### src/cnms_pkg.sv
// cnms_pkg: shared types, constants and the gradient direction classifier
// for the non-maximum suppression block. Depends on nothing.

package cnms_pkg;

  localparam int MAG_W   = 15;
  localparam int GRAD_W  = 15;
  localparam int IMG_W_W = 12;
  localparam int THR_W   = 15;
  localparam int CFG_W   = 15;

  localparam int IMG_W_RESET = 640;
  localparam int THR_RESET   = 1;

  // tan(pi/8) and tan(3pi/8), unsigned with 16 fraction bits
  localparam int                FRAC_BITS    = 16;
  localparam logic [14:0]       TAN_PI8_Q16  = 15'd27145;
  localparam logic [17:0]       TAN_3PI8_Q16 = 18'd158217;

  typedef enum logic [0:0] {
    REG_IMAGE_WIDTH   = 1'b0,
    REG_LOW_THRESHOLD = 1'b1
  } reg_idx_t;

  // quantised gradient direction of one pixel
  typedef enum logic [1:0] {
    DIR_HORZ      = 2'd0,
    DIR_DIAG_UP   = 2'd1, // bottom-left / top-right neighbours
    DIR_DIAG_DOWN = 2'd2, // top-left / bottom-right neighbours
    DIR_VERT      = 2'd3
  } dir_t;

  // one line buffer entry: direction of the previous row, magnitudes of the
  // previous row and of the row before it
  typedef struct packed {
    dir_t             dir;
    logic [MAG_W-1:0] row_prev;
    logic [MAG_W-1:0] row_old;
  } line_t;

  // classified request handed from front to back
  typedef struct packed {
    logic             test;
    logic [MAG_W-1:0] center;
    logic [MAG_W-1:0] n0;
    logic [MAG_W-1:0] n1;
  } job_t;

  function automatic dir_t classify(input logic [GRAD_W-1:0] gx,
                                    input logic [GRAD_W-1:0] gy);
    logic [GRAD_W-1:0] ax;
    logic [GRAD_W-1:0] ay;
    logic [32:0]       ay_sh;
    logic [32:0]       lo;
    logic [32:0]       hi;
    dir_t              d;
    ax    = gx[GRAD_W-1] ? (~gx + GRAD_W'(1)) : gx;
    ay    = gy[GRAD_W-1] ? (~gy + GRAD_W'(1)) : gy;
    ay_sh = 33'(ay) << FRAC_BITS;
    lo    = 33'(ax) * 33'(TAN_PI8_Q16);
    hi    = 33'(ax) * 33'(TAN_3PI8_Q16);
    if (ay_sh < lo) begin
      d = DIR_HORZ;
    end else if (ay_sh < hi) begin
      d = (gx[GRAD_W-1] ^ gy[GRAD_W-1]) ? DIR_DIAG_UP : DIR_DIAG_DOWN;
    end else begin
      d = DIR_VERT;
    end
    return d;
  endfunction

endpackage

### src/cnms_back.sv
// cnms_back: neighbour compare and suppression, feeding the result register.
// Uses cnms_pkg.

module cnms_back (
  input  logic                       clk,
  input  logic                       rst,
  input  logic                       job_valid,
  input  cnms_pkg::job_t             job,
  output logic                       job_pop,
  input  logic                       pop,
  output logic                       empty,
  output logic [cnms_pkg::MAG_W-1:0] out_mag,
  output logic                       suppressed
);

  logic out_valid;
  logic sup;

  assign sup     = job.test & ((job.n0 > job.center) | (job.n1 > job.center));
  assign job_pop = job_valid & (~out_valid | pop);
  assign empty   = ~out_valid;

  always_ff @(posedge clk) begin
    if (rst) begin
      out_valid <= 1'b0;
    end else if (job_pop) begin
      out_valid <= 1'b1;
    end else if (pop) begin
      out_valid <= 1'b0;
    end
  end

  always_ff @(posedge clk) begin
    if (job_pop) begin
      out_mag    <= sup ? '0 : job.center;
      suppressed <= sup;
    end
  end

`ifndef SYNTHESIS
  a_sup_zero: assert property (@(posedge clk) disable iff (rst)
    (out_valid && suppressed) |-> (out_mag == '0))
    else $error("suppressed result carries a magnitude");
`endif

endmodule

### config.mk
export PLATFORM = sky130hd
export DESIGN_NAME = cnms_back
export DESIGN_NICKNAME = d
export VERILOG_FILES = /design/src/cnms_pkg.sv /design/src/cnms_back.sv
export SDC_FILE = /design/constraint.sdc
export NUM_CORES = 1
export LEC_CHECK = 0
export BUFFER_PORTS_ARGS = -buffer_cell sky130_fd_sc_hd__buf_2
export CAP_MARGIN = 10
export CORE_MARGIN = 4
export CORE_UTILIZATION = 49
export DETAILED_ROUTE_END_ITERATION = 12
export GPL_ROUTABILITY_DRIVEN = 0
export PLACE_DENSITY = 0.85
export SYNTH_ARGS = -nofsm -noshare
export SYNTH_HDL_FRONTEND = slang
export SYNTH_SLANG_ARGS = --single-unit
### constraint.sdc
create_clock -name clk -period 3.4 [get_ports clk]
set_input_delay 0.68 -clock clk [delete_from_list [all_inputs] [get_ports clk]]
set_output_delay 0.68 -clock clk [all_outputs]
set_load 0.01 [all_outputs]
# [After elaboration in Yosys (flattened, before gate mapping)]
# Index checks and enable logic that the tools add are counted.
[totals] ff_bits=17 inputBits=50 output_inout_bits=18 word_cells=13
[classes] order_cmp=2 muxes=2 bitwise_logic=5 n_reduce_logical=1
[ops] operator="$gt A15 B15 Y1" count=2
[ops] operator="$and A1 B1 Y1" count=2
[ops] operator="$mux W1" count=2
[ops] operator="$or A1 B1 Y1" count=2
[ops] operator="$reduce_bool A2 Y1" count=1
[ops] operator="$not A1 Y1" count=1

# [Logic depth before layout (Yosys ltp)]
# Gate-level depths: netlist (run 1).
[logic_depth] depth_word=4 depth_mapped=8 ltp_nobuf=7

# [Worst setup path after synthesis (run 1)]
# Ideal clock, no wire load.
[synth_timing] path_type="input to output" startpoint="in pop" endpoint="out job_pop" arrival_time_ns=2.152 required_ns=2.720 path_slack_ns=0.568 path_stages=2 path_buffers=0 cell_sequence="inv_1 a21boi_0"
[synth_via] elab_chain_cells=2
[synth_lines] item="from (decl)" line="cnms_back.sv:10" rtl="input logic pop,"
[synth_lines] item="$or A1 B1 Y1" line="cnms_back.sv:20" rtl="assign job_pop = job_valid & (~out_valid | pop);"
[synth_lines] item="$and A1 B1 Y1" line="cnms_back.sv:20"
[synth_lines] item="to (decl)" line="cnms_back.sv:9" rtl="output logic job_pop,"
# Every way passes these cells.

# [Final worst setup path (run 1)]
[layout_timing] startpoint="in job[40] (netlist name)" endpoint="reg out_mag[2] (netlist name) (data pin)"
[layout_via] elab_chain_cells=3 word_cells_on_any_way=4 cone_classes="2 x order compare; 2 x bitwise"
[layout_lines] item="from (decl)" line="cnms_back.sv:8" rtl="input cnms_pkg::job_t job,"
[layout_lines] item="$gt A15 B15 Y1" line="cnms_back.sv:19" rtl="assign sup = job.test & ((job.n0 > job.center) | (job.n1 > job.center));"
[layout_lines] item="$or A1 B1 Y1 (*)" line="cnms_back.sv:19"
[layout_lines] item="$and A1 B1 Y1 (*)" line="cnms_back.sv:19"
[layout_lines] item="to (signal assigned)" line="cnms_back.sv:35" rtl="out_mag <= sup ? '0 : job.center;"
[layout_lines] item="to (decl)" line="cnms_back.sv:12" rtl="output logic [cnms_pkg::MAG_W-1:0] out_mag,"
# Every way passes the cells marked *; elsewhere a longest branch is shown, timed or not.
# A chain may end at the register's enable or synchronous reset.

==> results.toml, run 1 <==
[logic_synthesis]
syn_avg_cell_area_sq_um = 9.91
ys_seq_elements = 17
ys_seq_area_frac = 0.377
netlist_instances = 134
synth-edff-count = 16
synth_nets = 214
async_flop_share = 0
synth_warnings = 0
synth_ff_type = "edfxtp_1"
syn_area_sq_um = 1330
synth_cell_types = 26

[global_routing]
grt_use_total = 0.195
antenna_found_initial = 0
grt_max_degree = 18
grt_pass1_vias = 1273
grt_pass1_wl_microns = 5260
gr-total-overflow = 0

[floorplanning]
die_area_sq_um = 3610
dieHeight_microns = 60.1
die_x_microns = 60.1
rows = 18
start_util = 0.526
io_pins = 68
core_area_sq_um = 2520

[clock_network]
cts_buffers = 3
cts_root_buf = "clkbuf_4"
cts.sinks = 17
clock_latency_ns = 0.29
clk_pin_slew_ns = 0.10
ctsResizeCount = 0
cts_hold_buf = 0
post_cts_buffers = 0
htree_levels = 1
clock_path_buffers = 2
tritoncts = "done"

[critical_path]
cp.required_ns = 3.39
start_kind = "input pin"
rrSetupSlack_ns = 2.36
crit_fanout = 16
critPathBufInv = 2
path_cells = "buf_2 -> inv_1 -> ha_1 -> nand2_1 -> o21ai_0 -> nand2b_1 -> a31oi_1 -> nor3_1"
path_delay_family = "compound AO/OA/AOI/OAI gates"
critPathCaptureType = "flop"
r2r-start = "out_valid"
cpPeakStageDelay_ns = 0.97
worstSetupPathType = "in2reg"
cp.arrival_ns = 2.58
ff2ff_path_depth = 2
rr_endpoint = "out_mag[13]"
crit_slowest_cell = "a31oi_1"

[finish]
multi_input_area_sq_um = 741
syn_to_final_growth_pct = 30.2
final_cells = 235
drive_above_1_share = 0.376
nFillCells = 215
nNetsFinal = 286
seq_area_sq_um = 500
layout_commonest_cell = "buf_2"
antenna-diode-count = 0
layout_common_cells = "67 x buf_2, 30 x ha_1, 19 x inv_1, 16 x edfxtp_1"

[power_and_ir_drop]
power.leakage_nw = 0.893
powerDensity_nw_per_um2 = 305
vdd_drop_max_mv = 0.223

[sta]
fin_setup_tns_ns = 0
finalHoldViolCount = 0
tightest_slew_ns = 1.22
final-setup-viol-count = 0
finalClockSkew_ns = 0.00733
period_minus_slack_ns = 2.59
fin_crit_sh = 0.761
hold_ws_ns = 0.536
slew_headroom = 0.180
slew_violations = 0
fmax_ghz = 0.386
rsz0062_at_grt = "false"

[hold_path]
hold_path_depth = 2
hp-class = "reg2reg"
min-delay-start = "out_valid"
min_to = "out_valid"

[detailed_routing]
detail_route.iter0.violations = 25
wl_per_cell_microns = 14.0
dr_total_vias = 1240
antenna_left = 0
drc = 0
firstDrtPassIters = 4
routed_wl_microns = 3290
viasPerCell = 5.28

[flow_run]
maxCapViolCount = 0

[placement]
place_inst = 231
portBuffers = 67
dpl.hpwl_microns = 2900

[outcome]
status = "complete, no violations"
-- synthesized netlist by cell type (2+ instances only) --
library cell	instances	area, sq um
edfxtp_1	16	480
nor3_1	14	70.1
nand4_1	4	25.0
nor2_1	5	18.8
nand3b_1	2	15.0
o21ai_0	5	25.0
a21oi_1	14	70.1
nand2_1	5	18.8
nand3_1	5	25.0
inv_1	19	71.3
ha_1	30	375
-- registers in the layout, indices dropped and copies added, names as in the netlist --
signal / flops
out_mag: 15
out_valid: 1
suppressed: 1
-- worst max path at each step --
stage | depth (start not counted) | slack, ns | from | end
after CTS | 7 | 0.84 | job[43] | out_mag[2]
after floorplan | 2 | 0.57 | pop | job_pop
final | 8 | 0.81 | job[40] | out_mag[2]
after global routing | 8 | 0.68 | job[36] | out_mag[4]
after global placement | 8 | 0.64 | job[40] | out_mag[0]
after detailed placement | 7 | 0.52 | job[43] | out_mag[2]
-- metrics by stage --
step | setup slack (ns) | power (W) | cell area, sq um | utilization
after floorplan | 0.568 | 0.000357 | 1330 | -
after global placement | 0.637 | 0.000416 | 1700 | 0.674
after detailed placement | 0.521 | 0.000427 | 1700 | 0.674
after CTS | 0.843 | 0.000530 | 1730 | 0.685
after global routing | 0.676 | 0.000562 | 1730 | 0.685
final | 0.812 | 0.000527 | 1730 | 0.685
-- logic make-up (layout without fill, tap and decap cells) --
logic type / count (synthesis) / in the layout / share of synthesized area
simple gates: 39 / 39 / 0.153
flops: 17 / 17 / 0.377
buf+inv: 21 / 92 / 0.0650
compound gates: 27 / 27 / 0.123
fa+ha+maj: 30 / 30 / 0.283
-- power by group --
group | switching [W] | leakage, nW | internal (W)
clock network | 0.0000611 | 0.0177 | 0.0000437
logic | 0.0000907 | 0.708 | 0.0000761
registers | 0.00000400 | 0.167 | 0.000251
total | 0.000156 | 0.893 | 0.000371
-- routing by layer --
metal	GRT usage	share of wire
met1	0.225	0.40
met2	0.366	0.51
met3	0.0194	0.074
met4	0.0665	0.010
met5	0	0
-- worst register-to-register path: stages (launching register included) --
cell and delay [ns]:
dfxtp_1 0.33, a21boi_1 0.14, buf_4 0.26
-- cell type report --
cell class,count,area share
clock buffers,3,0.0130
inverters,19,0.0413
well taps,30,0.0217
flip-flops and latches,17,0.290
clock inverters,1,0.00290
multi-input cells,96,0.429
repair buffers,69,0.203
(Power assumes the default switching activity.)
==> inputs of run 2 (changes only) <==
--- a/config.mk
+++ b/config.mk
@@ -8,10 +8,10 @@
 export BUFFER_PORTS_ARGS = -buffer_cell sky130_fd_sc_hd__buf_2
 export CAP_MARGIN = 10
 export CORE_MARGIN = 4
-export CORE_UTILIZATION = 49
+export CORE_UTILIZATION = 41
 export DETAILED_ROUTE_END_ITERATION = 12
 export GPL_ROUTABILITY_DRIVEN = 0
-export PLACE_DENSITY = 0.85
+export PLACE_DENSITY = 0.76
 export SYNTH_ARGS = -nofsm -noshare
 export SYNTH_HDL_FRONTEND = slang
 export SYNTH_SLANG_ARGS = --single-unit
==> constraint.sdc (replaced) <==
create_clock -name clk -period 2.2 [get_ports clk]
set_input_delay 0.44 -clock clk [delete_from_list [all_inputs] [get_ports clk]]
set_output_delay 0.44 -clock clk [all_outputs]
set_load 0.01 [all_outputs]
==> run 2 against run 1 <==
Register-to-register slack got worse by 1.3 ns. Final cell count increased by 8.1%. Sequential cell count stayed put. Critical path depth grew 1. Largest cell class unchanged.
==> results.toml, run 2 (same netlist as run 1, synthesis figures left out) <==
[floorplanning]
dieHeight_microns = 64.9
rows = 20
die_x_microns = 64.9
die_area_sq_um = 4210
core_area_sq_um = 3080
start_util = 0.431
io_pins = 68

[power_and_ir_drop]
vdd_drop_max_mv = 0.190
powerDensity_nw_per_um2 = 459
power.leakage_nw = 0.917
fin_total_pwr_w = 0.000820

[sta]
slew_headroom = 0.760
tightest_slew_ns = 0.358
finalClockSkew_ns = 0.00808
final-setup-viol-count = 0
finalHoldViolCount = 0
fmax_ghz = 0.522
rsz0062_at_grt = "false"
fin_crit_sh = 0.870
fin_ws_ns = 0.285
hold_ws_ns = 0.305
slew_violations = 0
period_minus_slack_ns = 1.91

[finish]
top_register = "out_mag"
largestRegisters = "out_mag (15), out_valid (1), suppressed (1)"
nNetsFinal = 291
layout_common_cells = "67 x buf_2, 30 x ha_1, 19 x inv_1, 16 x edfxtp_1"
antenna-diode-count = 0
layout_commonest_cell = "buf_2"
final_cells = 254
drive_above_1_share = 0.390
largest_reg_flops = 15
syn_to_final_growth_pct = 34.5

[clock_network]
tritoncts = "done"
cts_root_buf = "clkbuf_4"
clock_path_buffers = 2
clk_pin_slew_ns = 0.09
clock_latency_ns = 0.29
ctsResizeCount = 0
cts_hold_buf = 0
post_cts_buffers = 0
cts_buffers = 3
htree_levels = 1
cts.sinks = 17

[global_routing]
grt_use_total = 0.155
antenna_found_initial = 0
grt_pass1_wl_microns = 5130
grt_pass1_vias = 1255
grt_max_degree = 11
gr-total-overflow = 0

[critical_path]
worstSetupPathType = "in2reg"
cp.arrival_ns = 2.02
rr_endpoint = "out_mag[2]"
critPathCaptureType = "flop"
cp.required_ns = 2.31
r2r-start = "out_valid"
ff2ff_path_depth = 2
endpoint = "out_mag[5]"
crit_start = "job[40]"
rrSetupSlack_ns = 1.02
start_kind = "input pin"
crit_fanout = 5

[detailed_routing]
wl_per_cell_microns = 12.6
drc = 0
antenna_left = 0
firstDrtPassIters = 4
routed_wl_microns = 3210
viasPerCell = 4.88
detail_route.iter0.violations = 56
dr_total_vias = 1239

[flow_run]
maxCapViolCount = 0

[placement]
portBuffers = 67
dp_slack_ns = -0.0155
place_inst = 250
dpl.hpwl_microns = 2780

[hold_path]
hp-class = "in2reg"

[outcome]
status = "complete, no violations"
==> run 2: changes by cell type in the layout (fill, tap and decap cells not counted) <==
cell,delta
a21boi_1,-1
a21boi_2,+1
buf_4,+5
clkbuf_1,+1
clkinv_2,-1
==> run 2: metrics by stage <==
| stage | area, sq um | utilization | setup TNS [ns] |
|---|---|---|---|
| floorplan | 1330 | - | 0 |
| global placement | 1760 | 0.572 | 0 |
| detailed placement | 1760 | 0.572 | -0.0187 |
| CTS | 1790 | 0.580 | 0 |
| global route | 1790 | 0.580 | 0 |
| finish | 1790 | 0.580 | 0 |
==> run 2: area by class of cell <==
| class | instances | area (sq um) |
|---|---|---|
| tap | 44 | 55.1 |
| sequential | 17 | 500 |
| multi-input combinational | 96 | 744 |
| fill | 293 | 1290 |
| timing repair buffer | 74 | 388 |
| inverter | 19 | 71.3 |
| clock buffer | 4 | 26.3 |
==> run 2: worst max-delay path, cell delays in order <==
cell      delay, ns
buf_2          0.09
inv_1          0.10
ha_1           0.25
a211oi_1       0.19
o21ai_0        0.11
a221oi_1       0.32
a221oi_2       0.14
buf_4          0.17
nor3_1         0.21
==> run 2: report_power, final <==
| part | total, W | switching, W | internal, W |
|---|---|---|---|
| Combinational | 0.000263 | 0.000140 | 0.000124 |
| Clock | 0.000162 | 0.0000912 | 0.0000704 |
| Sequential | 0.000395 | 0.00000712 | 0.000388 |
| Total | 0.000820 | 0.000238 | 0.000582 |
==> run 2: how the worst min path moves through the flow <==
stage,start,to,slack (ns),cells after the start
2_1_floorplan,out_valid,out_valid,0.47,2
3_3_place_gp,out_valid,out_valid,0.53,2
3_5_place_dp,out_valid,out_valid,0.53,2
4_1_cts,rst,out_valid,0.29,2
5_1_grt,rst,out_valid,0.30,2
6_report,rst,out_valid,0.30,2
==> run 2: per-layer routing <==
metal  share of wire  wire [microns]  track usage
met4           0.023              73       0.0844
met1            0.44            1400        0.187
met2            0.48            1540        0.271
met3           0.060             191       0.0121
met5               0               0            0
