$ cat config.mk
export PLATFORM = sky130hd
export DESIGN_NAME = cnms_queue
export DESIGN_NICKNAME = d
export VERILOG_FILES = /design/src/cnms_pkg.sv /design/src/cnms_queue.sv
export SDC_FILE = /design/constraint.sdc
export NUM_CORES = 1
export LEC_CHECK = 0
export ABC_CLOCK_PERIOD_IN_PS = 6500
export BUFFER_PORTS_ARGS = -buffer_cell sky130_fd_sc_hd__buf_4
export CAP_MARGIN = 40
export CORE_MARGIN = 5
export CORE_UTILIZATION = 61
export DETAILED_ROUTE_END_ITERATION = 6
export PLACE_DENSITY = 0.84
export SLEW_MARGIN = 0
export SYNTH_ARGS = -nofsm -noshare
export SYNTH_HDL_FRONTEND = slang
export SYNTH_SLANG_ARGS = --single-unit
$ cat constraint.sdc
create_clock -name clk -period 6.5 [get_ports clk]
set_input_delay 0.325 -clock clk [delete_from_list [all_inputs] [get_ports clk]]
set_output_delay 0.325 -clock clk [all_outputs]
set_load 0.005 [all_outputs]
$ cat src/cnms_pkg.sv
// cnms_pkg: shared types, constants and the gradient direction classifier
// for the non-maximum suppression block. Depends on nothing.

package cnms_pkg;

  localparam int MAG_W   = 15;
  localparam int GRAD_W  = 15;
  localparam int IMG_W_W = 12;
  localparam int THR_W   = 15;
  localparam int CFG_W   = 15;

  localparam int IMG_W_RESET = 640;
  localparam int THR_RESET   = 1;

  // tan(pi/8) and tan(3pi/8), unsigned with 16 fraction bits
  localparam int                FRAC_BITS    = 16;
  localparam logic [14:0]       TAN_PI8_Q16  = 15'd27145;
  localparam logic [17:0]       TAN_3PI8_Q16 = 18'd158217;

  typedef enum logic [0:0] {
    REG_IMAGE_WIDTH   = 1'b0,
    REG_LOW_THRESHOLD = 1'b1
  } reg_idx_t;

  // quantised gradient direction of one pixel
  typedef enum logic [1:0] {
    DIR_HORZ      = 2'd0,
    DIR_DIAG_UP   = 2'd1, // bottom-left / top-right neighbours
    DIR_DIAG_DOWN = 2'd2, // top-left / bottom-right neighbours
    DIR_VERT      = 2'd3
  } dir_t;

  // one line buffer entry: direction of the previous row, magnitudes of the
  // previous row and of the row before it
  typedef struct packed {
    dir_t             dir;
    logic [MAG_W-1:0] row_prev;
    logic [MAG_W-1:0] row_old;
  } line_t;

  // classified request handed from front to back
  typedef struct packed {
    logic             test;
    logic [MAG_W-1:0] center;
    logic [MAG_W-1:0] n0;
    logic [MAG_W-1:0] n1;
  } job_t;

  function automatic dir_t classify(input logic [GRAD_W-1:0] gx,
                                    input logic [GRAD_W-1:0] gy);
    logic [GRAD_W-1:0] ax;
    logic [GRAD_W-1:0] ay;
    logic [32:0]       ay_sh;
    logic [32:0]       lo;
    logic [32:0]       hi;
    dir_t              d;
    ax    = gx[GRAD_W-1] ? (~gx + GRAD_W'(1)) : gx;
    ay    = gy[GRAD_W-1] ? (~gy + GRAD_W'(1)) : gy;
    ay_sh = 33'(ay) << FRAC_BITS;
    lo    = 33'(ax) * 33'(TAN_PI8_Q16);
    hi    = 33'(ax) * 33'(TAN_3PI8_Q16);
    if (ay_sh < lo) begin
      d = DIR_HORZ;
    end else if (ay_sh < hi) begin
      d = (gx[GRAD_W-1] ^ gy[GRAD_W-1]) ? DIR_DIAG_UP : DIR_DIAG_DOWN;
    end else begin
      d = DIR_VERT;
    end
    return d;
  endfunction

endpackage

$ cat src/cnms_queue.sv
// cnms_queue: short register queue of classified requests between front and
// back. Uses cnms_pkg.

module cnms_queue #(
  parameter int DEPTH = 4
) (
  input  logic                       clk,
  input  logic                       rst,
  input  logic                       push,
  input  cnms_pkg::job_t             wr_job,
  input  logic                       pop,
  output cnms_pkg::job_t             rd_job,
  output logic                       not_empty,
  output logic [$clog2(DEPTH+1)-1:0] count
);

  localparam int PW = $clog2(DEPTH);
  localparam int CNW = $clog2(DEPTH + 1);

  cnms_pkg::job_t entries [DEPTH];
  logic [PW-1:0]  wr_ptr;
  logic [PW-1:0]  rd_ptr;

  assign not_empty = count != '0;
  assign rd_job    = entries[rd_ptr];

  always_ff @(posedge clk) begin
    if (rst) begin
      wr_ptr <= '0;
      rd_ptr <= '0;
      count  <= '0;
    end else begin
      if (push) begin
        wr_ptr <= (wr_ptr == PW'(DEPTH - 1)) ? '0 : wr_ptr + PW'(1);
      end
      if (pop) begin
        rd_ptr <= (rd_ptr == PW'(DEPTH - 1)) ? '0 : rd_ptr + PW'(1);
      end
      if (push && !pop) begin
        count <= count + CNW'(1);
      end else if (pop && !push) begin
        count <= count - CNW'(1);
      end
    end
  end

  always_ff @(posedge clk) begin
    if (push) begin
      entries[wr_ptr] <= wr_job;
    end
  end

`ifndef SYNTHESIS
  a_no_overflow: assert property (@(posedge clk) disable iff (rst)
    push |-> (count != CNW'(DEPTH)))
    else $error("request queue overflow");
  a_no_underflow: assert property (@(posedge clk) disable iff (rst)
    pop |-> not_empty)
    else $error("request queue underflow");
`endif

endmodule

Word level (Yosys, flattened, before mapping). Memories as Yosys holds them, arrays and structs flattened. A register that Yosys moved wholly into a read port is not among the register bits. Index checks and enable logic that the tools add are counted.

Output and inout port bits: 50. RAM bits: 184. Bits of input ports: 50. Memories kept: 1. Word-level logic and storage cells: 24. Register bits: 7.

Add/sub/neg operators: 4. Mux-type cells: 8. Equality and inequality tests: 2. Reduce and logical (&&, ||, !) cells: 6.

Memories: entries (depth 4, bits a word 46, read ports 1, clocked after memory_dff 1, write ports 1, RTL line cnms_queue.sv:20) `cnms_pkg::job_t entries [DEPTH];`.

Operators with widths (count): $mux 2 (4); $mux 3 (2); $add 2x1->2 const B (2); $eq 2x2->1 const B (2); $add 3x1->3 const B (1); $reduce_bool 3->1 (1); $sub 3x1->3 const B (1); $logic_and 1x1->1 (2); $logic_not 1->1 (2); $mux 1 (2); $reduce_bool 2->1 (1).

Depth between registers and ports, before layout. Gate-level depths: netlist (run 1).

Depth after elaboration: 4. Depth in mapped cells: 7. Depth with buffers taken out: 7.

Least setup slack after synthesis (run 1). OpenSTA, ideal clock, no wires.

Path type: register -> register. Start point: register wr_ptr[0]. End point: memory entries[3][0] (netlist name), enable pin. Data arrival time: 1.654 ns. Stages on the path, launching flop included: 3. Library setup time: 0.408 ns. Required time: 6.092 ns. Setup slack: 4.438 ns. Buffers on the path: 0. Clock period less this slack: 2.062 ns. Path through: dfxtp_1 -> ha_1 -> and2_1.

RTL lines: from (decl) (RTL line cnms_queue.sv:21) `logic [PW-1:0] wr_ptr;`; from (signal assigned) (RTL line cnms_queue.sv:34) `wr_ptr <= (wr_ptr == PW'(DEPTH - 1)) ? '0 : wr_ptr + PW'(1);`; to (decl) (RTL line cnms_queue.sv:20).

No word-level cell before the write port.

==> impl_metrics.json, run 1 <==
{
  "ctsHtreeMaxLevel": 4,
  "worst-endpoint-arrival_ns": 2.08,
  "die_x_um": 118,
  "root_buffer": "clkbuf_16",
  "syn_area_per_cell_um2": 25.1,
  "worstPathRequired_ns": 6.17,
  "finClkSkew_ns": 0.00775,
  "synth-seq-cells": 193,
  "grt_pass1_wl_um": 20400,
  "dieArea_um2": 14000,
  "status": "complete, no violations",
  "row_count": 39,
  "netlist-cell-type-count": 19,
  "fin_crit_sh": 0.369,
  "hp-class": "in -> reg",
  "grt_pass1_vias": 3468,
  "fin_nets": 455,
  "startpoint_type": "flip-flop",
  "gp_congestion": 0.675,
  "hold_viol_final": 0,
  "final_util": 0.750,
  "ant_nets": 0,
  "clkSlewWorstSetupHoldPaths_ns": 0.07,
  "initial_core_util": 0.622,
  "dr_total_vias": 3232,
  "layout-drive-gt1-share": 0.433,
  "drt_pass1_iterations": 4,
  "cp_top_family": "multiplexers",
  "cts.sink_count": 193,
  "setup_viol": 0,
  "hold_buffers": 0,
  "syn_inst": 284,
  "pin_count": 100,
  "dp_hpwl_um": 7740,
  "diodes": 0,
  "setup_tns_ns": 0,
  "clock_latency_ns": 0.41,
  "path_max_fanout": 28,
  "critPathKind": "reg -> out",
  "netlist_area_um2": 7140,
  "cap_violations": 0,
  "cp_cell_sequence": "buf_12 > mux4_1 > buf_4",
  "grt_max_degree": 43,
  "seq_area_frac_synth": 0.799,
  "fill_cells": 618,
  "finalCriticalPeriod_ns": 2.40,
  "rsz0062_at_grt": "no",
  "ys_warn_count": 0,
  "cts_tree": "yes",
  "drc": 0,
  "power_leakage_uw": 0.00297,
  "wl_per_cell_um": 23.6,
  "cp-end-kind": "primary output",
  "clk_path_buf_depth": 2,
  "die_y_um": 118,
  "tightest_slew_ns": 0.811,
  "coreArea_um2": 11500,
  "ir_drop_uv": 213,
  "power_density_nw_per_um2": 313,
  "numCtsBuffers": 17,
  "wl_um": 13000,
  "port_buffers": 99,
  "drtIter0Drc": 243,
  "cp.buffers_inverters": 2,
  "slew_violations": 0,
  "fmax_mhz": 417,
  "vias_per_cell": 5.86,
  "relSlewSlack": 0.460,
  "cts_setup_buffers": 0,
  "track_usage": 0.199,
  "cpPeakStageDelay_ns": 0.60,
  "antenna_found_initial": 0,
  "syn2layout_area_growth_pct": 20.4,
  "grt_overflow": 0,
  "crit_slowest_cell": "mux4_1",
  "post_cts_resized": 0,
  "syn_nets": 341
}
flip-flops by register name, summed over array words and instances, names as in the netlist, named ones only:
signal / count
rd_ptr: 2
entries: 184
count: 3
wr_ptr: 2
final timing paths:
kind | end | depth (start not counted) | start | slack (ns)
worst max-delay path | rd_job[30] | 3 | flip-flop | 4.10
worst min-delay path | entries[3][35]$_DFFE_PP_ | 1 | wr_job[35] | 0.11
worst max register to register | entries[0][26]$_DFFE_PP_ | 4 | wr_ptr[0]$_SDFFE_PP0P_ | 4.49
worst min register to register | count[2]$_SDFFE_PP0P_ | 2 | count[2]$_SDFFE_PP0P_ | 0.53
worst reg2reg max path: cells and delay by family (launching register included):
kind / cells / cell delay (ns)
adders and majority gates: 1 / 0.14
buffers and inverters: 2 / 0.50
DFF: 1 / 0.35
and+or+nand+nor: 1 / 0.68
routing by layer:
| metal | share of wire | track usage | wire length [um] |
|---|---|---|---|
| met1 | 0.40 | 0.261 | 5160 |
| met2 | 0.53 | 0.321 | 6910 |
| met3 | 0.062 | 0.0707 | 805 |
| met4 | 0.013 | 0.0538 | 165 |
| met5 | 0 | 0 | 0 |
cell usage after synthesis, drive strengths merged:
library cell / n / share of area
edfxtp: 184 / 0.77
o21ai: 1 / 0.00070
dfxtp: 9 / 0.025
inv: 5 / 0.0026
fa: 1 / 0.0028
xor2: 2 / 0.0025
mux2i: 3 / 0.0042
and2: 4 / 0.0035
or3: 2 / 0.0018
buf: 9 / 0.016
ha: 6 / 0.011
nor2: 6 / 0.0032
a21oi: 3 / 0.0021
clkbuf: 1 / 0.00070
mux4: 46 / 0.15
nor3b: 2 / 0.0021
area by class of cell:
class	count	area, um^2	share of cell area
clock inverter	11	140	0.0163
sequential	193	5710	0.664
timing repair buffer	105	813	0.0946
multi-input combinational	76	1300	0.151
inverter	5	18.8	0.00218
tap	143	179	0.0208
clock buffer	19	433	0.0504
kinds of logic (layout without fill, tap and decap cells):
logic type | Yosys count | in the layout | share of synthesized area
AOI/OAI and AO/OA | 4 | 4 | 0.00280
xor gates and xnor gates | 2 | 2 | 0.00245
adders and majority gates | 7 | 7 | 0.0133
buffers and inverters | 15 | 140 | 0.0189
DFF | 193 | 193 | 0.799
muxes | 49 | 49 | 0.153
and+or+nand+nor | 14 | 14 | 0.0105
stage by stage:
step / instance area, um^2 / hold WS (ns) / instances / worst slack [ns] / total power [uW]
final: 8600 / 0.107 / 552 / 4.10 / 2690
after global routing: 8600 / 0.0803 / 552 / 3.94 / 2790
after CTS: 8600 / 0.0830 / 552 / 4.03 / 2710
after detailed placement: 8020 / 0.514 / 522 / 4.48 / 1710
after global placement: 7980 / 0.481 / 520 / 4.33 / 1690
after floorplan: 7140 / 0.394 / 284 / 4.44 / 1580
where the power goes:
part | switching, uW | internal [uW]
clock network | 411 | 598
logic | 102 | 135
registers | 25.6 | 1420
layout by cell type (no fill, tap or decap), types with 2 or more instances in the layout:
cell type and instances:
a21oi_1 3, dfxtp_1 7, buf_12 2, bufinv_16 3, mux2i_1 3, and2_2 4
or3_1 2, clkinvlp_4 2, nor2_1 6, ha_1 6, xor2_1 2, mux4_2 40
clkbuf_1 2, clkinv_1 2, clkbuf_16 17, inv_1 5, nor3b_1 2, edfxtp_1 184
clkinv_2 2, buf_4 103, mux4_1 6
Note: power is estimated with default switching activity, not from simulation.
==> run 2, diff against run 1 <==
--- a/config.mk
+++ b/config.mk
@@ -5,13 +5,13 @@
 export SDC_FILE = /design/constraint.sdc
 export NUM_CORES = 1
 export LEC_CHECK = 0
-export ABC_CLOCK_PERIOD_IN_PS = 6500
+export ABC_CLOCK_PERIOD_IN_PS = 2009
 export BUFFER_PORTS_ARGS = -buffer_cell sky130_fd_sc_hd__buf_4
 export CAP_MARGIN = 40
 export CORE_MARGIN = 5
-export CORE_UTILIZATION = 61
+export CORE_UTILIZATION = 51
 export DETAILED_ROUTE_END_ITERATION = 6
-export PLACE_DENSITY = 0.84
+export PLACE_DENSITY = 0.75
 export SLEW_MARGIN = 0
 export SYNTH_ARGS = -nofsm -noshare
 export SYNTH_HDL_FRONTEND = slang
==> constraint.sdc (replaced) <==
create_clock -name clk -period 2.01 [get_ports clk]
set_input_delay 0.1005 -clock clk [delete_from_list [all_inputs] [get_ports clk]]
set_output_delay 0.1005 -clock clk [all_outputs]
set_load 0.005 [all_outputs]
==> run 2 against run 1 <==
Effect of this change:
- non-clock buffer count is 60 higher
- setup slack worse by 4.0 ns
- register-to-register slack worse by 4.1 ns
- sequential cell count stayed put
- final cell count is 18% higher
- global-route usage is 3.5 points lower
==> impl_metrics.json, run 2 (same netlist as run 1, synthesis figures left out) <==
{
  "grt_overflow": 0,
  "grt_max_degree": 47,
  "critPathKind": "reg -> out",
  "fmax_mhz": 522,
  "layout_common_cells": "184 x edfxtp_1, 108 x buf_4, 49 x dlygate4sd3_1",
  "worst-endpoint-arrival_ns": 1.81,
  "initial_core_util": 0.516,
  "power_uw": 8710,
  "pin_count": 100,
  "hold_viol_final": 0,
  "setup_tns_ns": 0,
  "status": "complete, no violations",
  "syn2layout_area_growth_pct": 30.0,
  "ir_drop_uv": 619,
  "largest_register_ffs": 184,
  "antenna_found_initial": 0,
  "fin_crit_sh": 0.952,
  "cts.sink_count": 193,
  "hp-class": "in -> reg",
  "clock_latency_ns": 0.42,
  "drc": 0,
  "ant_nets": 0,
  "vias_per_cell": 5.27,
  "cp-end-kind": "primary output",
  "coreArea_um2": 13800,
  "path_max_fanout": 10,
  "fill_cells": 870,
  "rsz0062_at_grt": "no",
  "track_usage": 0.164,
  "finClkSkew_ns": 0.00982,
  "finalCriticalPeriod_ns": 1.91,
  "diodes": 0,
  "row_count": 43,
  "top_register": "entries",
  "cts_tree": "yes",
  "dp_hpwl_um": 7720,
  "clk_path_buf_depth": 2,
  "tightest_slew_ns": 0.428,
  "grt_pass1_wl_um": 20000,
  "drtIter0Drc": 226,
  "fin_nets": 515,
  "wl_um": 12900,
  "setup_viol": 0,
  "layout-drive-gt1-share": 0.410,
  "port_buffers": 99,
  "clkSlewWorstSetupHoldPaths_ns": 0.07,
  "cap_violations": 0,
  "power_density_nw_per_um2": 939,
  "startpoint_type": "flip-flop",
  "top_regs": "entries (184), count (3)",
  "grt_pass1_vias": 3696,
  "dieArea_um2": 16500,
  "final_common_cell": "edfxtp_1",
  "dr_total_vias": 3429,
  "slew_violations": 0,
  "worstPathRequired_ns": 1.91,
  "wl_per_cell_um": 19.7,
  "relSlewSlack": 0.715,
  "die_x_um": 128,
  "ctsHtreeMaxLevel": 4,
  "die_y_um": 128,
  "power_leakage_uw": 0.00326,
  "numCtsBuffers": 17,
  "gp_congestion": 0.671,
  "root_buffer": "clkbuf_16",
  "drt_pass1_iterations": 4
}
## run 2: power breakdown
group          switching [uW]  total (uW)  internal, uW
clock network            1450        3170          1730
logic                     369         903           534
registers                57.6        4640          4580
## run 2: repair_timing
item | CTS | global route
hold buffers | 49 | 0
hold endpoints to repair | 193 | 0
buffers inserted | 4 | 2
resized for setup | 0 | 0
endpoints found under the setup margin | 31 | 15
## run 2: layout make-up
cell class                 count  area [um^2]  share of cell area
clock buffer                  18          429              0.0463
clock inverter                14          129              0.0139
inverter                       5         18.8             0.00202
multi-input combinational     76         1300               0.140
sequential                   193         5710               0.616
tap                          180          225              0.0243
timing repair buffer         165         1460               0.158
## run 2: critical path: stages, from the launching register on
cell,delay (ns)
dfxtp_4,0.48
buf_4,0.17
mux4_1,0.58
buf_4,0.16
## run 2: stage by stage
step / hold WS (ns) / instances / setup WS, ns / instance area (um^2) / utilization
after floorplan: 0.170 / 284 / 0.437 / 7140 / -
after CTS: 0.395 / 649 / 0.0296 / 9260 / 0.670
after global routing: 0.411 / 651 / 0.00887 / 9280 / 0.671
after detailed placement: 0.305 / 564 / 0.362 / 8160 / 0.590
after global placement: 0.299 / 564 / 0.375 / 8160 / 0.590
final: 0.419 / 651 / 0.0961 / 9280 / 0.671
## run 2: final timing paths
| check | to | start | slack [ns] | depth (start not counted) |
|---|---|---|---|---|
| setup / recovery | rd_job[30] | flip-flop | 0.1 | 3 |
| hold / removal | entries[3][25]$_DFFE_PP_ | wr_job[25] | 0.42 | 2 |
| setup reg to reg | entries[2][36]$_DFFE_PP_ | wr_ptr[0]$_SDFFE_PP0P_ | 0.39 | 4 |
| hold reg to reg | count[2]$_SDFFE_PP0P_ | count[2]$_SDFFE_PP0P_ | 0.52 | 2 |
## run 2: routing by layer
metal	routed length [um]	vias up	part of all wire	track usage
met4	129	0	0.010	0.0618
met1	5410	1774	0.42	0.215
met5	0	-	0	0
met3	694	11	0.054	0.0408
met2	6610	90	0.51	0.267
li1	-	1554	-	-
==> run 3, diff against run 2 <==
--- a/config.mk
+++ b/config.mk
@@ -8,10 +8,11 @@
 export ABC_CLOCK_PERIOD_IN_PS = 2009
 export BUFFER_PORTS_ARGS = -buffer_cell sky130_fd_sc_hd__buf_4
 export CAP_MARGIN = 40
+export CORE_ASPECT_RATIO = 1.5
 export CORE_MARGIN = 5
 export CORE_UTILIZATION = 51
 export DETAILED_ROUTE_END_ITERATION = 6
-export PLACE_DENSITY = 0.75
+export PLACE_DENSITY = 0.83
 export SLEW_MARGIN = 0
 export SYNTH_ARGS = -nofsm -noshare
 export SYNTH_HDL_FRONTEND = slang
==> run 3 against run 2 <==
Effect of this change:
- combinational power about the same
- register-to-register slack worse by 0.04 ns
- total power grew 1.4%
- clock-buffer cell count is 1 lower
- final cell count decreased by 3.1%
- fmax up 0.80%
- setup slack better by 0.015 ns
- critical endpoint is now rd_job[11]
- largest power group unchanged
==> impl_metrics.json, run 3 (same netlist as run 1, synthesis figures left out) <==
{
  "gp_congestion": 0.721,
  "post_cts_resized": 0,
  "tightest_slew_ns": 0.672,
  "fmax_mhz": 527,
  "rsz0062_at_grt": "no",
  "dp_hpwl_um": 8400,
  "cpPeakStageDelay_ns": 0.56,
  "reg2reg_to": "entries[2][23]$_DFFE_PP_",
  "grt_pass1_vias": 3768,
  "final_common_cell": "edfxtp_1",
  "fin_crit_sh": 0.945,
  "hold_end": "rd_ptr[1]$_SDFFE_PP0P_",
  "clk_path_buf_depth": 2,
  "grt_overflow": 0,
  "clkSlewWorstSetupHoldPaths_ns": 0.07,
  "p_comb_frac": 0.102,
  "numCtsBuffers": 17,
  "startpoint_type": "flip-flop",
  "ctsHtreeMaxLevel": 4,
  "worstPathRequired_ns": 1.91,
  "top_regs": "entries (184), count (3)",
  "layout_common_cells": "184 x edfxtp_1, 104 x buf_4, 48 x dlygate4sd3_1",
  "coreArea_um2": 13900,
  "layout-drive-gt1-share": 0.406,
  "p_clk_frac": 0.372,
  "seq_power_share": 0.526,
  "syn2layout_area_growth_pct": 29.5,
  "status": "complete, no violations",
  "slew_violations": 0,
  "path_max_fanout": 15,
  "track_usage": 0.169,
  "power_leakage_uw": 0.00323,
  "drt_pass1_iterations": 4,
  "wl_um": 13600,
  "vias_per_cell": 5.41,
  "relSlewSlack": 0.552,
  "internal_power_uw": 6960,
  "initial_core_util": 0.515,
  "critPathKind": "reg -> out",
  "top_register": "entries",
  "ant_nets": 0,
  "cts_tree": "yes",
  "worst-endpoint-arrival_ns": 1.80,
  "fin_ws_ns": 0.111,
  "root_buffer": "clkbuf_16",
  "power_density_nw_per_um2": 956,
  "cp-end-kind": "primary output",
  "setup_tns_ns": 0,
  "r2r_setup_slack_ns": 0.35,
  "hold_ws_ns": 0.0378,
  "cp_cell_sequence": "buf_12 > mux4_2 > buf_4",
  "crit_slowest_cell": "mux4_2",
  "dr_total_vias": 3414,
  "row_count": 53,
  "place_ws_ns": 0.329,
  "drtIter0Drc": 165,
  "switching_share": 0.212,
  "die_y_um": 155,
  "whs_path_depth": 3,
  "finalCriticalPeriod_ns": 1.90,
  "fin_nets": 510,
  "pin_count": 100,
  "finClkSkew_ns": 0.00786,
  "dieArea_um2": 16500,
  "setup_viol": 0,
  "grt_max_degree": 47,
  "ff2ff_path_depth": 4,
  "drc": 0,
  "hold_viol_final": 0,
  "grt_pass1_wl_um": 20600,
  "largest_register_ffs": 184,
  "wl_per_cell_um": 21.5,
  "port_buffers": 99,
  "hold_start": "pop",
  "p_switching_uw": 1870,
  "die_x_um": 107,
  "hp-class": "in -> reg",
  "ir_drop_uv": 535,
  "antenna_found_initial": 1,
  "cap_violations": 0,
  "cts.sink_count": 193,
  "r2r_start": "wr_ptr[0]$_SDFFE_PP0P_",
  "clock_latency_ns": 0.42
}
## run 3: area by class of cell
type	count	area, um^2
antenna	1	2.50
clock inverter	14	158
timing repair buffer	160	1420
inverter	5	18.8
tap	165	206
fill	838	4620
clock buffer	17	425
multi-input combinational	76	1300
sequential	193	5710
## run 3: power groups by stage
stage | clock [uW] | sequential [uW] | combinational (uW)
2_1_floorplan | 0 | 4700 | 401
3_3_place_gp | 0 | 4730 | 790
3_5_place_dp | 0 | 4750 | 819
4_1_cts | 3340 | 4650 | 918
5_1_grt | 3550 | 4660 | 969
6_report | 3280 | 4650 | 903
## run 3: worst max path at each step
stage	startpoint	end	slack (ns)	cells after the start
after global placement	flip-flop	rd_job[4]	0.37	3
after global routing	flip-flop	rd_job[0]	0.02	3
final	flip-flop	rd_job[11]	0.11	3
after detailed placement	wr_ptr[0]$_SDFFE_PP0P_	entries[2][21]$_DFFE_PP_	0.33	4
after floorplan	wr_ptr[0]$_SDFFE_PP0P_	entries[3][0]$_DFFE_PP_	0.44	2
after CTS	flip-flop	rd_job[0]	0.08	3
## run 3: timing repair
action	in CTS	in global routing
hold endpoints to repair	193	0
setup endpoints to repair	30	0
hold buffers	48	0
setup buffers	2	0
## run 3: per-stage QoR
stage,power (uW),utilization,cells,instance area (um^2)
floorplan,5100,-,284,7140
global placement,5520,0.588,549,8150
detailed placement,5560,0.588,549,8150
CTS,8910,0.667,630,9240
global route,9180,0.667,631,9240
finish,8830,0.667,631,9240
## run 3: metal layers
metal / share of wire / global-route usage / vias to the layer above
met3: 0.040 / 0.0477 / 12
met2: 0.59 / 0.304 / 83
met5: 0 / 0 / -
li1: - / - / 1538
met4: 0.012 / 0.0548 / 0
met1: 0.36 / 0.193 / 1781
## run 3: worst max-delay path, delay by kind of cell, from the launching register on
kind / cells / cell delay (ns)
mux: 1 / 0.56
flops: 1 / 0.45
buf+inv: 2 / 0.37
